$ cat src/pmct_pkg.sv
package pmct_pkg;

   // Field widths.
   localparam int BYTE_W = 8;
   localparam int XW     = 10;
   localparam int YW     = 9;
   localparam int ADDR_W = 16;

   // Frame geometry: words in one display line.
   localparam int LINE_WORDS   = 80;
   localparam int LINE_WORDS_W = $clog2(LINE_WORDS + 1);

   // Working width of the signed position sums.
   localparam int SUM_W = 12;

   // Reset values.
   localparam logic [XW-1:0] X_LIMIT_RESET = 10'd639;
   localparam logic [YW-1:0] Y_LIMIT_RESET = 9'd479;
   localparam logic [XW-1:0] POS_X_RESET   = 10'd320;
   localparam logic [YW-1:0] POS_Y_RESET   = 9'd240;

   // Status byte bit positions.
   localparam int STATUS_LEFT_BIT   = 0;
   localparam int STATUS_X_SIGN_BIT = 4;
   localparam int STATUS_Y_SIGN_BIT = 5;

   // Packet queue between the framer and the cursor unit.
   localparam int QUEUE_DEPTH = 2;
   localparam int QUEUE_PTR_W = $clog2(QUEUE_DEPTH);
   localparam int QUEUE_CNT_W = $clog2(QUEUE_DEPTH + 1);

   typedef enum logic [1:0] {
      PHASE_IDLE   = 2'd0,
      PHASE_ACK    = 2'd1,
      PHASE_STREAM = 2'd2
   } phase_type;

   typedef enum logic [1:0] {
      SLOT_STATUS = 2'd0,
      SLOT_DX     = 2'd1,
      SLOT_DY     = 2'd2
   } slot_type;

   typedef struct packed {
      logic [BYTE_W-1:0] status;
      logic [BYTE_W-1:0] dx;
      logic [BYTE_W-1:0] dy;
   } packet_type;

   typedef struct packed {
      logic [XW-1:0] x_limit;
      logic [YW-1:0] y_limit;
   } limits_type;

endpackage

$ cat src/ps2_mouse_cursor_tracker.sv
// Each packet passes the packet queue, the position stage and the result register in that order.
// One request per cycle while the queue has room; every third byte in streaming gives one result.
// The two-entry packet queue and the result register let requests continue while a result waits.
// Reset is synchronous and active high: limits return to 639 and 479, the cursor to 320, 240.
// After reset the first byte is dropped and the second is taken as the acknowledge.
module ps2_mouse_cursor_tracker
   import pmct_pkg::*;
(
   input  logic              clock,
   input  logic              reset,
   input  logic              req_valid,
   output logic              req_stall,
   input  logic [BYTE_W-1:0] req_rx_byte,
   output logic              rsp_valid,
   input  logic              rsp_stall,
   output logic [XW-1:0]     rsp_cursor_x,
   output logic [YW-1:0]     rsp_cursor_y,
   output logic              rsp_left_button,
   output logic [ADDR_W-1:0] rsp_word_address,
   output logic              rsp_byte_select,
   output logic [2:0]        rsp_bit_index,
   input  logic              psel,
   input  logic              penable,
   input  logic              pwrite,
   input  logic [2:0]        paddr,
   input  logic [31:0]       pwdata,
   output logic [31:0]       prdata,
   output logic              pready
);

   // Register select: address bit 2 picks the Y limit.
   localparam logic REG_X_LIMIT = 1'b0;
   localparam logic REG_Y_LIMIT = 1'b1;

   logic [XW-1:0] x_limit_ff;
   logic [YW-1:0] y_limit_ff;
   logic          csr_write;
   limits_type    limits;
   logic          queue_full, queue_empty, push, pop;
   packet_type    push_packet, pop_packet;

   // Limit registers.
   assign pready    = 1'b1;
   assign csr_write = psel && penable && pwrite;

   always_ff @(posedge clock) begin
      if (reset) begin
         x_limit_ff <= X_LIMIT_RESET;
         y_limit_ff <= Y_LIMIT_RESET;
      end else if (csr_write) begin
         if (paddr[2] == REG_X_LIMIT) begin
            x_limit_ff <= pwdata[XW-1:0];
         end
         if (paddr[2] == REG_Y_LIMIT) begin
            y_limit_ff <= pwdata[YW-1:0];
         end
      end
   end

   assign prdata = (paddr[2] == REG_Y_LIMIT) ? {{(32 - YW){1'b0}}, y_limit_ff}
                                             : {{(32 - XW){1'b0}}, x_limit_ff};
   assign limits = '{x_limit: x_limit_ff, y_limit: y_limit_ff};

   // Byte framer.
   pmct_front u_front (
      .clock       (clock),
      .reset       (reset),
      .req_valid   (req_valid),
      .req_stall   (req_stall),
      .req_rx_byte (req_rx_byte),
      .queue_full  (queue_full),
      .push        (push),
      .push_packet (push_packet)
   );

   // Packet queue.
   pmct_queue u_queue (
      .clock       (clock),
      .reset       (reset),
      .push        (push),
      .push_packet (push_packet),
      .full        (queue_full),
      .pop         (pop),
      .empty       (queue_empty),
      .pop_packet  (pop_packet)
   );

   // Cursor update and address generation.
   pmct_back u_back (
      .clock            (clock),
      .reset            (reset),
      .limits           (limits),
      .queue_empty      (queue_empty),
      .pop_packet       (pop_packet),
      .pop              (pop),
      .rsp_valid        (rsp_valid),
      .rsp_stall        (rsp_stall),
      .rsp_cursor_x     (rsp_cursor_x),
      .rsp_cursor_y     (rsp_cursor_y),
      .rsp_left_button  (rsp_left_button),
      .rsp_word_address (rsp_word_address),
      .rsp_byte_select  (rsp_byte_select),
      .rsp_bit_index    (rsp_bit_index)
   );

endmodule

$ cat src/pmct_front.sv
module pmct_front
   import pmct_pkg::*;
(
   input  logic              clock,
   input  logic              reset,
   input  logic              req_valid,
   output logic              req_stall,
   input  logic [BYTE_W-1:0] req_rx_byte,
   input  logic              queue_full,
   output logic              push,
   output packet_type        push_packet
);

   phase_type         phase_ff, phase_in;
   slot_type          slot_ff, slot_in;
   logic [BYTE_W-1:0] status_ff, status_in;
   logic [BYTE_W-1:0] dx_ff, dx_in;
   logic              accept;

   // A request is refused only while the packet queue is full.
   assign req_stall = queue_full;
   assign accept    = req_valid && !queue_full;

   // Link phase and packet framing.
   always_ff @(posedge clock) begin
      if (reset) begin
         phase_ff  <= PHASE_IDLE;
         slot_ff   <= SLOT_STATUS;
         status_ff <= '0;
         dx_ff     <= '0;
      end else begin
         phase_ff  <= phase_in;
         slot_ff   <= slot_in;
         status_ff <= status_in;
         dx_ff     <= dx_in;
      end
   end

   always_comb begin
      phase_in    = phase_ff;
      slot_in     = slot_ff;
      status_in   = status_ff;
      dx_in       = dx_ff;
      push        = 1'b0;
      push_packet = '{status: status_ff, dx: dx_ff, dy: req_rx_byte};
      if (accept) begin
         case (phase_ff)
            PHASE_ACK: begin
               // The acknowledge byte is dropped and streaming begins.
               phase_in = PHASE_STREAM;
               slot_in  = SLOT_STATUS;
            end
            PHASE_STREAM: begin
               case (slot_ff)
                  SLOT_STATUS: begin
                     status_in = req_rx_byte;
                     slot_in   = SLOT_DX;
                  end
                  SLOT_DX: begin
                     dx_in   = req_rx_byte;
                     slot_in = SLOT_DY;
                  end
                  SLOT_DY: begin
                     slot_in = SLOT_STATUS;
                     push    = 1'b1;
                  end
                  default: begin
                     slot_in = SLOT_STATUS;
                  end
               endcase
            end
            default: begin
               // Idle, or the unused phase code: drop the byte.
               phase_in = PHASE_ACK;
            end
         endcase
      end
   end

endmodule

$ cat src/pmct_queue.sv
module pmct_queue
   import pmct_pkg::*;
(
   input  logic       clock,
   input  logic       reset,
   input  logic       push,
   input  packet_type push_packet,
   output logic       full,
   input  logic       pop,
   output logic       empty,
   output packet_type pop_packet
);

   packet_type             entry_ff [QUEUE_DEPTH];
   logic [QUEUE_PTR_W-1:0] wr_ptr_ff, wr_ptr_in;
   logic [QUEUE_PTR_W-1:0] rd_ptr_ff, rd_ptr_in;
   logic [QUEUE_CNT_W-1:0] count_ff, count_in;

   assign full       = (count_ff == QUEUE_CNT_W'(QUEUE_DEPTH));
   assign empty      = (count_ff == '0);
   assign pop_packet = entry_ff[rd_ptr_ff];

   // Pointer and fill count update.
   always_comb begin
      wr_ptr_in = wr_ptr_ff;
      rd_ptr_in = rd_ptr_ff;
      count_in  = count_ff;
      if (push) begin
         wr_ptr_in = (wr_ptr_ff == QUEUE_PTR_W'(QUEUE_DEPTH - 1)) ? '0 : wr_ptr_ff + 1'b1;
      end
      if (pop) begin
         rd_ptr_in = (rd_ptr_ff == QUEUE_PTR_W'(QUEUE_DEPTH - 1)) ? '0 : rd_ptr_ff + 1'b1;
      end
      if (push && !pop) begin
         count_in = count_ff + 1'b1;
      end else if (pop && !push) begin
         count_in = count_ff - 1'b1;
      end
   end

   always_ff @(posedge clock) begin
      if (reset) begin
         wr_ptr_ff <= '0;
         rd_ptr_ff <= '0;
         count_ff  <= '0;
      end else begin
         wr_ptr_ff <= wr_ptr_in;
         rd_ptr_ff <= rd_ptr_in;
         count_ff  <= count_in;
      end
   end

   // Packet storage.
   always_ff @(posedge clock) begin
      if (push) begin
         entry_ff[wr_ptr_ff] <= push_packet;
      end
   end

`ifndef SYNTHESIS
   assert property (@(posedge clock) disable iff (reset) push |-> !full)
      else $error("queue written while full");
   assert property (@(posedge clock) disable iff (reset) pop |-> !empty)
      else $error("queue read while empty");
   assert property (@(posedge clock) disable iff (reset)
                    (push && !pop) |=> (count_ff == $past(count_ff) + 1'b1))
      else $error("queue count did not follow a lone write");
`endif

endmodule

$ cat src/pmct_back.sv
module pmct_back
   import pmct_pkg::*;
(
   input  logic              clock,
   input  logic              reset,
   input  limits_type        limits,
   input  logic              queue_empty,
   input  packet_type        pop_packet,
   output logic              pop,
   output logic              rsp_valid,
   input  logic              rsp_stall,
   output logic [XW-1:0]     rsp_cursor_x,
   output logic [YW-1:0]     rsp_cursor_y,
   output logic              rsp_left_button,
   output logic [ADDR_W-1:0] rsp_word_address,
   output logic              rsp_byte_select,
   output logic [2:0]        rsp_bit_index
);

   logic [XW-1:0]     pos_x_ff, pos_x_in;
   logic [YW-1:0]     pos_y_ff, pos_y_in;
   logic              a_valid_ff, a_valid_in;
   logic              a_left_ff;
   logic              b_valid_ff, b_valid_in;
   logic              a_ready, b_ready;
   logic [BYTE_W:0]   dx9, dy9;
   logic [SUM_W-1:0]  sum_x, sum_y;
   logic [YW+LINE_WORDS_W-1:0] row_offset;
   logic [ADDR_W-1:0] address;

   // Handshake between the position stage and the result register.
   assign b_ready    = !b_valid_ff || !rsp_stall;
   assign a_ready    = !a_valid_ff || b_ready;
   assign pop        = !queue_empty && a_ready;
   assign a_valid_in = pop || (a_valid_ff && !b_ready);
   assign b_valid_in = (a_valid_ff && b_ready) || (b_valid_ff && rsp_stall);

   // Sign-extended deltas; X is added and Y subtracted.
   assign dx9   = {pop_packet.status[STATUS_X_SIGN_BIT], pop_packet.dx};
   assign dy9   = {pop_packet.status[STATUS_Y_SIGN_BIT], pop_packet.dy};
   assign sum_x = {{(SUM_W - XW){1'b0}}, pos_x_ff}
                + {{(SUM_W - BYTE_W - 1){dx9[BYTE_W]}}, dx9};
   assign sum_y = {{(SUM_W - YW){1'b0}}, pos_y_ff}
                - {{(SUM_W - BYTE_W - 1){dy9[BYTE_W]}}, dy9};

   // Clamp both axes to zero and the programmed limit.
   always_comb begin
      pos_x_in = pos_x_ff;
      pos_y_in = pos_y_ff;
      if (pop) begin
         if (sum_x[SUM_W-1]) begin
            pos_x_in = '0;
         end else if (sum_x[SUM_W-2:0] > (SUM_W - 1)'(limits.x_limit)) begin
            pos_x_in = limits.x_limit;
         end else begin
            pos_x_in = sum_x[XW-1:0];
         end
         if (sum_y[SUM_W-1]) begin
            pos_y_in = '0;
         end else if (sum_y[SUM_W-2:0] > (SUM_W - 1)'(limits.y_limit)) begin
            pos_y_in = limits.y_limit;
         end else begin
            pos_y_in = sum_y[YW-1:0];
         end
      end
   end

   // Frame address of the cursor, modulo the address width.
   assign row_offset = pos_y_ff * LINE_WORDS_W'(LINE_WORDS);
   assign address    = ADDR_W'(row_offset) + ADDR_W'({pos_x_ff[XW-1:4], 1'b0});

   always_ff @(posedge clock) begin
      if (reset) begin
         pos_x_ff   <= POS_X_RESET;
         pos_y_ff   <= POS_Y_RESET;
         a_valid_ff <= 1'b0;
         b_valid_ff <= 1'b0;
      end else begin
         pos_x_ff   <= pos_x_in;
         pos_y_ff   <= pos_y_in;
         a_valid_ff <= a_valid_in;
         b_valid_ff <= b_valid_in;
      end
   end

   // Payload of the position stage and the result register.
   always_ff @(posedge clock) begin
      if (pop) begin
         a_left_ff <= pop_packet.status[STATUS_LEFT_BIT];
      end
      if (a_valid_ff && b_ready) begin
         rsp_cursor_x     <= pos_x_ff;
         rsp_cursor_y     <= pos_y_ff;
         rsp_left_button  <= a_left_ff;
         rsp_word_address <= address;
         rsp_byte_select  <= pos_x_ff[3];
         rsp_bit_index    <= ~pos_x_ff[2:0];
      end
   end

   assign rsp_valid = b_valid_ff;

`ifndef SYNTHESIS
   assert property (@(posedge clock) disable iff (reset) pop |=> a_valid_ff)
      else $error("popped packet did not reach the position stage");
   assert property (@(posedge clock) disable iff (reset)
                    (a_valid_ff && !b_ready) |=> ($stable(pos_x_ff) && $stable(pos_y_ff)))
      else $error("cursor moved while its result was held back");
`endif

endmodule

$ cat config.mk
export PLATFORM = sky130hd
export DESIGN_NAME = ps2_mouse_cursor_tracker
export DESIGN_NICKNAME = d
export VERILOG_FILES = /design/src/pmct_pkg.sv /design/src/ps2_mouse_cursor_tracker.sv /design/src/pmct_front.sv /design/src/pmct_queue.sv /design/src/pmct_back.sv
export SDC_FILE = /design/constraint.sdc
export NUM_CORES = 1
export LEC_CHECK = 0
export ABC_AREA = 0
export BUFFER_PORTS_ARGS = -buffer_cell sky130_fd_sc_hd__buf_2
export CAP_MARGIN = 20
export CORE_MARGIN = 5
export CORE_UTILIZATION = 40
export CTS_BUF_LIST = sky130_fd_sc_hd__clkbuf_16
export DETAILED_ROUTE_END_ITERATION = 16
export GPL_ROUTABILITY_DRIVEN = 0
export SYNTH_ARGS = -nofsm -noshare
export SYNTH_HDL_FRONTEND = slang
export SYNTH_SLANG_ARGS = --single-unit
$ cat constraint.sdc
create_clock -name clock -period 14 [get_ports clock]
set_input_delay 0.7 -clock clock [delete_from_list [all_inputs] [get_ports clock]]
set_output_delay 0.7 -clock clock [all_outputs]
set_load 0.03 [all_outputs]
==> results of run 1 <==
==> state kept, by name, summed over array words and instances (netlist names), 3 cells and up, named ones only <==
name and cells:
u_front.dx_ff 8, u_back.rsp_word_address 12, u_queue.entry_ff 38, u_back.pos_y_ff 9, u_back.rsp_cursor_y 9, u_front.status_ff 3
x_limit_ff 10, u_back.rsp_bit_index 3, u_back.rsp_cursor_x 10, u_back.pos_x_ff 10, y_limit_ff 9
==> final cells by class <==
type                    count  area [um^2]  area share
repair buffers             81          432      0.0512
clock inverters            15          258      0.0306
flip-flops and latches    134         3420       0.406
well taps                 229          287      0.0340
inverters                  51          191      0.0227
clock buffers              17          425      0.0505
multi-input cells         475         3410       0.405
==> worst max path at each step <==
stage	end	slack, ns	cells after the start
4_1_cts	u_back.pos_x_ff[6]$_SDFFE_PP1P_	8.09	14
2_1_floorplan	u_back.pos_x_ff[6]$_SDFFE_PP1P_	9.61	18
5_1_grt	u_back.pos_x_ff[6]$_SDFFE_PP1P_	7.97	15
6_report	u_back.pos_x_ff[6]$_SDFFE_PP1P_	8.34	15
3_5_place_dp	u_back.pos_x_ff[6]$_SDFFE_PP1P_	8.11	14
3_3_place_gp	u_back.pos_x_ff[6]$_SDFFE_PP1P_	8.24	14
==> stage by stage <==
stage               power (W)  hold WS [ns]  std cells  setup WS (ns)  instance area, um^2
floorplan             0.00127         0.400        704           9.61                 7280
global placement      0.00143         0.415        967           8.24                 7700
global route          0.00213         0.452       1002           7.97                 8420
finish                0.00199         0.432       1002           8.34                 8420
detailed placement    0.00146         0.407        967           8.11                 7700
CTS                   0.00199         0.437        999           8.09                 8390
==> routing by layer <==
layer  vias to the layer above  routed length, um  part of all wire  GRT usage
li1                       2563                  -                 -          -
met1                      2531               7560              0.46      0.211
met2                       138               7770              0.47      0.270
met3                        18                925             0.056     0.0390
met4                         0                252             0.015     0.0501
met5                         -                  0                 0          0
==> cell usage after synthesis, drive strengths merged, types with 4 or more instances <==
library cell	count	area, um^2
a211oi	8	60.1
a21o	8	60.1
a21oi	22	121
a311o	7	70.1
buf	35	246
clkbuf	9	33.8
dfxtp	60	1200
edfxtp	74	2220
fa	4	80.1
ha	60	751
inv	49	184
mux2	13	154
mux2i	33	343
nand2	65	244
nand2b	6	37.5
nand3	9	45.0
nand4	7	43.8
nor2	50	188
nor2b	7	43.8
nor3	15	75.1
nor4	4	25.0
o211ai	17	128
o21a	8	60.1
o21ai	40	200
or3	4	25.0
xnor2	17	149
xor2	11	96.3
==> where the power goes <==
part	internal, W	switching (W)
registers	0.000493	0.0000500
logic	0.000383	0.000553
clock network	0.000350	0.000165
==> kinds of logic after synthesis <==
family                   Yosys count
flip-flops                       134
buffers and inverters             95
AO/OA/AOI/OAI                    131
XOR/XNOR                          28
AND/OR/NAND/NOR                  182
other                              2
multiplexers                      46
adder cells (fa/ha/maj)           64
==> worst register-to-register path: stages, from the launching register on <==
cell and delay [ns]:
dfxtp_1 0.95, mux2i_1 0.56, inv_1 0.09, ha_1 0.31, a211oi_1 0.09, o21ai_1 0.30
nand4_1 0.22, and4b_1 0.23, nor3_1 0.47, ha_1 0.36, a2111oi_0 0.46, o21ai_1 0.17
a211oi_2 0.51, buf_6 0.23, mux2_4 0.31, a221o_1 0.31
==> flow_summary.json, run 1 <==
{
  "finalCoreUtilization": 0.472,
  "criticalPathCategory": "flip-flop to flip-flop",
  "syn_area_um2": 7200,
  "ir_worst_vdd_mv": 0.115,
  "rr_endpoint": "u_back.pos_x_ff[6]$_SDFFE_PP1P_",
  "startpoint_type": "flip-flop",
  "max_freq_ghz": 0.177,
  "synth-xor-area-share": 0.0341,
  "io_pins": 125,
  "grt_pass1_vias": 5193,
  "cp.required_ns": 14.30,
  "tightest_slew_ns": 1.04,
  "report.final.slew_viol_count": 0,
  "ys_seq_elements": 134,
  "drcViolationCount": 0,
  "track_usage": 0.163,
  "ys_async_sr_fraction": 0,
  "synth_cell_types": 62,
  "hold_end": "u_back.rsp_left_button$_DFFE_PP_",
  "ys.flop_type": "edfxtp_1",
  "nets": 874,
  "die_h_um": 144,
  "synth_top_family_by_area": "compound AO/OA/AOI/OAI gates",
  "antenna_cells": 0,
  "finalSetupTns_ns": 0,
  "leakagePower_nw": 3.55,
  "grt_overflow": 0,
  "grt_max_degree": 36,
  "cp-end-kind": "flip-flop",
  "areaGrowthSynthToFinish_pct": 17.0,
  "dieWidth_um": 144,
  "worstPathCellList": "mux2i_1, inv_1, ha_1, a211oi_1, o21ai_1, nand4_1, and4b_1, nor3_1, ha_1, a2111oi_0, o21ai_1, a211oi_2, buf_6, mux2_4, a221o_1",
  "max_stage_delay_ns": 0.95,
  "routed_wl_mm": 16.5,
  "cp_top_family": "compound AO/OA/AOI/OAI gates",
  "vias": 5250,
  "clock_sinks": 134,
  "nFillCells": 1621,
  "drtIter0Drc": 248,
  "synth_compound_area_frac": 0.123,
  "cp_data_arrival_time_ns": 5.97,
  "h-tree-depth": 4,
  "grt_pass1_wl_mm": 26.2,
  "outcome": "finished, final reports clean",
  "core_region_area_um2": 17800,
  "synth_simple_gate_area_share": 0.116,
  "post-cts-setup-buffers": 0,
  "crit_path_max_fanout": 19,
  "rrSetupSlack_ns": 8.34,
  "hold_violations": 0,
  "grt_antenna_before_repair": 0,
  "slowest_stage": "dfxtp_1",
  "numCtsBuffers": 17,
  "final_cell_mix": "buf_2, edfxtp_1, nand2_1",
  "period_share": 0.405,
  "hold_class": "flip-flop to flip-flop",
  "maxSlewHeadroom": 0.299,
  "rsz0062_at_grt": "false",
  "finalCriticalPeriod_ns": 5.66,
  "dr.pass1.iters": 4,
  "finClkSkew_ns": 0.00582,
  "synth_edf_count": 74,
  "cts_hold_buf": 0,
  "post_drt_wl_per_cell_um": 16.5,
  "ant_nets": 0,
  "cts_buffer_depth": 2,
  "power_density_nw_per_um2": 237,
  "holdPathStages": 0,
  "yosysSeqAreaShare": 0.476,
  "yosys.area_share.adder": 0.115,
  "dieArea_um2": 20800,
  "postSynthAreaPerCell_um2": 10.6,
  "syn_inst": 682,
  "place.detailed.hpwl_mm": 12.6,
  "via_per_inst": 5.24,
  "cts_root_buf": "clkbuf_16",
  "io_buffers": 76,
  "clkLatencyLatePin_ns": 0.41,
  "rows": 49,
  "drive_gt1_frac": 0.171,
  "final_common_cell": "buf_2",
  "reg2reg_depth": 15,
  "crit_buf_inv": 2,
  "synth.area.mux_share": 0.0690,
  "ys.warnings.count": 0,
  "cts_tree": "yes",
  "floorplan.initialDensity": 0.403,
  "cts-resized-gates": 0,
  "hp-start": "u_back.a_left_ff$_DFFE_PP_",
  "maxCapViolations": 0,
  "setup_viol_count_final": 0,
  "clkTransAtPathRegs_ns": 0.06
}
No activity file was read; power rests on OpenSTA's default activity.
==> run 2: changes to the inputs <==
- clock period: 14 -> 5 ns (I/O delays scaled with it)
==> run 2 against run 1 <==
  * Clock power rose by 130%
  * Clock-buffer cell count unchanged
  * Sequential share of layout area increased by 0.59 points
  * Final cell count barely moved
  * Register-to-register slack got worse by 8.0 ns
  * Via count rose by 0.11%
==> flow_summary.json, run 2 (synthesis gave the netlist of run 1 again) <==
{
  "outcome": "finished, final reports clean",
  "grt_antenna_before_repair": 0,
  "hold_violations": 0,
  "rows": 49,
  "crit_path_max_fanout": 7,
  "nets": 876,
  "clkTransAtPathRegs_ns": 0.05,
  "post-cts-setup-buffers": 0,
  "grt_pass1_vias": 5216,
  "cts_buffer_depth": 2,
  "rsz0062_at_grt": "false",
  "report.final.slew_viol_count": 0,
  "grt_max_degree": 36,
  "post_drt_wl_per_cell_um": 16.3,
  "numCtsBuffers": 17,
  "areaGrowthSynthToFinish_pct": 15.3,
  "finalSetupTns_ns": 0,
  "place.detailed.hpwl_mm": 12.5,
  "startpoint_type": "flip-flop",
  "power_density_nw_per_um2": 639,
  "cp_data_arrival_time_ns": 4.94,
  "max_freq_ghz": 0.216,
  "ant_nets": 0,
  "cts_root_buf": "clkbuf_16",
  "largest_registers": "u_queue.entry_ff (38), u_back.rsp_word_address (12)",
  "leakagePower_nw": 3.49,
  "via_per_inst": 5.24,
  "highest_layer": "met4",
  "finClkSkew_ns": 0.00658,
  "maxCapViolations": 0,
  "tightest_slew_ns": 0.944,
  "floorplan.initialDensity": 0.403,
  "cts_tree": "yes",
  "dr.pass1.iters": 5,
  "largest_reg_flops": 38,
  "drive_gt1_frac": 0.167,
  "hold_class": "primary input to flip-flop",
  "dieArea_um2": 20800,
  "grt_pass1_wl_mm": 26.3,
  "clkLatencyLatePin_ns": 0.42,
  "ir_worst_vdd_mv": 0.325,
  "track_usage": 0.163,
  "core_region_area_um2": 17800,
  "routed_wl_mm": 16.4,
  "antenna_cells": 0,
  "cts-resized-gates": 0,
  "final_common_cell": "buf_2",
  "period_share": 0.925,
  "cts_hold_buf": 0,
  "final_cell_mix": "buf_2, edfxtp_1, nand2_1",
  "route.layer.met1.wl_mm": 7.34,
  "regMostFlops": "u_queue.entry_ff",
  "io_buffers": 76,
  "maxSlewHeadroom": 0.368,
  "nFillCells": 1662,
  "io_pins": 125,
  "drcViolationCount": 0,
  "final.setup.worst_slack_ns": 0.374,
  "vias": 5256,
  "clock_sinks": 134,
  "wl_met3_um": 952,
  "grt_overflow": 0,
  "cp.required_ns": 5.31,
  "drtIter0Drc": 243,
  "wl_met2_mm": 7.68,
  "dieWidth_um": 144,
  "cp-end-kind": "flip-flop",
  "die_h_um": 144,
  "criticalPathCategory": "flip-flop to flip-flop",
  "h-tree-depth": 4,
  "setup_viol_count_final": 0,
  "finalCriticalPeriod_ns": 4.63,
  "place_ws_ns": 0.378
}
-- run 2: final timing paths --
kind	startpoint	endpoint	slack, ns	cells after the start
setup / recovery	flip-flop	u_back.pos_x_ff[6]$_SDFFE_PP1P_	0.37	14
hold / removal	req_rx_byte[7]	u_queue.entry_ff[0][7]$_DFFE_PP_	0.04	1
setup reg to reg	flip-flop	u_back.pos_x_ff[6]$_SDFFE_PP1P_	0.37	14
hold reg to reg	u_back.a_left_ff$_DFFE_PP_	u_back.rsp_left_button$_DFFE_PP_	0.42	0
-- run 2: worst max-delay path, stage by stage (launching register included) --
cell,delay (ns)
dfxtp_1,0.49
mux2i_1,0.42
inv_1,0.08
ha_1,0.30
a211oi_1,0.39
o21ai_1,0.19
nand4_1,0.19
nor2_1,0.07
nor3_1,0.39
ha_1,0.35
a2111oi_0,0.49
o21ai_1,0.18
a211oi_2,0.34
mux2_4,0.33
a221o_1,0.31
-- run 2: where the power goes --
part,internal (W),switching [W]
registers,0.00138,0.000127
clock network,0.000714,0.000444
logic,0.00107,0.00157
total,0.00317,0.00214
-- run 2: layout make-up --
class / count / area (um^2) / area share
Multi-Input combinational cell: 475 / 3410 / 0.410
Clock buffer: 17 / 425 / 0.0512
Timing Repair Buffer: 83 / 449 / 0.0541
Tap cell: 229 / 287 / 0.0345
Clock inverter: 14 / 119 / 0.0143
Inverter: 51 / 191 / 0.0231
Sequential cell: 134 / 3420 / 0.412
-- run 2: stage by stage --
| stage | std cells | utilization | power [W] | area, um^2 | hold slack [ns] |
|---|---|---|---|---|---|
| after global routing | 1003 | 0.465 | 0.00567 | 8300 | 0.0306 |
| after floorplan | 704 | - | 0.00355 | 7280 | 0.349 |
| final | 1003 | 0.465 | 0.00531 | 8300 | 0.0378 |
| after CTS | 1000 | 0.463 | 0.00530 | 8260 | 0.0253 |
| after detailed placement | 969 | 0.433 | 0.00413 | 7720 | 0.415 |
| after global placement | 969 | 0.433 | 0.00404 | 7720 | 0.418 |
-- run 2: metal layers --
layer	GRT usage	up-vias
li1	-	2566
met1	0.206	2494
met2	0.268	164
met3	0.0380	32
met4	0.0682	0
met5	0	-
==> run 3: changes to the inputs <==
- CORE_UTILIZATION: 40 -> 30
==> run 3 against run 2 <==
  * Register-to-register slack got worse by 0.16 ns
  * Core utilization fell by 11 points
  * First-iteration DRC count is 7.0% higher
  * Critical path depth down 1
  * Total power grew 0.19%
  * Worst hold slack gained 0.0018 ns
  * Non-clock buffer count increased by 2
  * Global-route usage down 4.1 points
  * Sequential share of layout area shrank 0.60 points
  * Routed wire length grew 0.97%
  * Clock-buffer cell count stayed put
  * Critical path type unchanged
  * Critical endpoint is now u_back.pos_x_ff[8]$_SDFFE_PP1P_
==> flow_summary.json, run 3 (synthesis gave the netlist of run 1 again) <==
{
  "cts_hold_buf": 0,
  "hold_violations": 0,
  "rows": 56,
  "crit_path_max_fanout": 12,
  "nets": 878,
  "clock_sinks": 134,
  "core_region_area_um2": 23500,
  "finClkSkew_ns": 0.0101,
  "setup_viol_count_final": 0,
  "place.detailed.hpwl_mm": 12.4,
  "drtIter0Drc": 260,
  "grt_max_degree": 36,
  "io_buffers": 76,
  "fin_area_um2": 8430,
  "ant_nets": 0,
  "clkPwrFrac": 0.218,
  "post_drt_wl_per_cell_um": 15.1,
  "drive_gt1_frac": 0.176,
  "finalSetupTns_ns": 0,
  "dieArea_um2": 27200,
  "vias": 5109,
  "slowest_stage": "a2111oi_0",
  "intPower_w": 0.00315,
  "track_usage": 0.122,
  "cts_buffer_depth": 2,
  "cpMostUsedCell": "ha_1",
  "largest_reg_flops": 38,
  "maxCapViolations": 0,
  "period_share": 0.956,
  "areaGrowthSynthToFinish_pct": 17.1,
  "regMostFlops": "u_queue.entry_ff",
  "crit_buf_inv": 1,
  "finalCriticalPeriod_ns": 4.78,
  "startpoint_type": "flip-flop",
  "dr.pass1.iters": 4,
  "cp.required_ns": 5.30,
  "via_per_inst": 4.66,
  "p_sw_frac": 0.408,
  "die_h_um": 165,
  "rsz0062_at_grt": "false",
  "antenna_cells": 0,
  "routed_wl_mm": 16.5,
  "io_pins": 125,
  "max_freq_ghz": 0.209,
  "grt_pass1_vias": 4740,
  "final_common_cell": "buf_2",
  "p_total_w": 0.00532,
  "report.final.slew_viol_count": 0,
  "switching_power_w": 0.00217,
  "leakagePower_nw": 3.50,
  "worstPathCellList": "buf_4, mux2_2, ha_1, nor3b_1, o22ai_1, xnor2_1, ha_1, a21o_1, a2111oi_0, o21ai_1, a211oi_2, mux2_4, a221o_1",
  "cts_root_buf": "clkbuf_16",
  "cp_top_family": "compound AO/OA/AOI/OAI gates",
  "grt_antenna_before_repair": 3,
  "outcome": "finished, final reports clean",
  "cts-resized-gates": 0,
  "dieWidth_um": 165,
  "maxSlewHeadroom": 0.353,
  "drcViolationCount": 0,
  "numCtsBuffers": 17,
  "finalCoreUtilization": 0.358,
  "clkTransAtPathRegs_ns": 0.06,
  "placed_area_um2": 7870,
  "largest_registers": "u_queue.entry_ff (38), u_back.rsp_word_address (12)",
  "max_stage_delay_ns": 0.56,
  "criticalPathCategory": "flip-flop to flip-flop",
  "grt_pass1_wl_mm": 25.4,
  "hold_ws_ns": 0.0395,
  "h-tree-depth": 4,
  "p_comb_frac": 0.498,
  "cts_tree": "yes",
  "hold_class": "primary input to flip-flop",
  "ir_worst_vdd_mv": 0.239,
  "post-cts-setup-buffers": 0,
  "floorplan.initialDensity": 0.306,
  "cp-end-kind": "flip-flop",
  "clkLatencyLatePin_ns": 0.42,
  "final_cell_mix": "buf_2, edfxtp_1, nand2_1",
  "grt_overflow": 0,
  "cp_data_arrival_time_ns": 5.09,
  "seqPwrFrac": 0.284,
  "tightest_slew_ns": 0.967,
  "power_density_nw_per_um2": 631
}
## run 3: final timing paths
| check | startpoint | slack, ns | cells after the start | endpoint |
|---|---|---|---|---|
| hold reg to reg | u_back.a_left_ff$_DFFE_PP_ | 0.43 | 0 | u_back.rsp_left_button$_DFFE_PP_ |
| hold / removal | req_rx_byte[3] | 0.04 | 1 | u_queue.entry_ff[0][3]$_DFFE_PP_ |
| setup / recovery | flip-flop | 0.22 | 13 | u_back.pos_x_ff[8]$_SDFFE_PP1P_ |
| setup reg to reg | flip-flop | 0.22 | 13 | u_back.pos_x_ff[8]$_SDFFE_PP1P_ |
## run 3: area by class of cell
class | instances | area [um^2]
flip-flops and latches | 134 | 3420
well taps | 319 | 399
repair buffers | 85 | 448
multi-input cells | 475 | 3410
fillers | 2397 | 15100
clock buffers | 17 | 425
inverters | 51 | 191
clock inverters | 15 | 130
## run 3: power groups by stage
stage / registers (W) / clock network, W / logic, W
4_1_cts: 0.00151 / 0.00118 / 0.00264
2_1_floorplan: 0.00164 / 0 / 0.00191
3_5_place_dp: 0.00153 / 0 / 0.00261
5_1_grt: 0.00153 / 0.00124 / 0.00292
6_report: 0.00151 / 0.00116 / 0.00265
3_3_place_gp: 0.00153 / 0 / 0.00258
## run 3: worst reg2reg max path, cell delays in order, from the launching register on
cell and delay [ns]:
dfxtp_1 0.54, buf_4 0.31, mux2_2 0.39, ha_1 0.35, nor3b_1 0.33, o22ai_1 0.14, xnor2_1 0.26, ha_1 0.32
a21o_1 0.19, a2111oi_0 0.56, o21ai_1 0.18, a211oi_2 0.44, mux2_4 0.34, a221o_1 0.31
## run 3: per-stage QoR
stage               cells  setup WS (ns)
global placement     1063          0.412
finish               1096          0.218
CTS                  1096          0.198
detailed placement   1064          0.270
global route         1096         0.0116
floorplan             704          0.612
## run 3: routing by layer
layer,vias to the layer above,share of wire,global-route usage
met5,-,0.0017,0
met4,6,0.0096,0.0295
met3,17,0.065,0.0372
met2,127,0.42,0.182
met1,2385,0.50,0.172
li1,2574,-,-
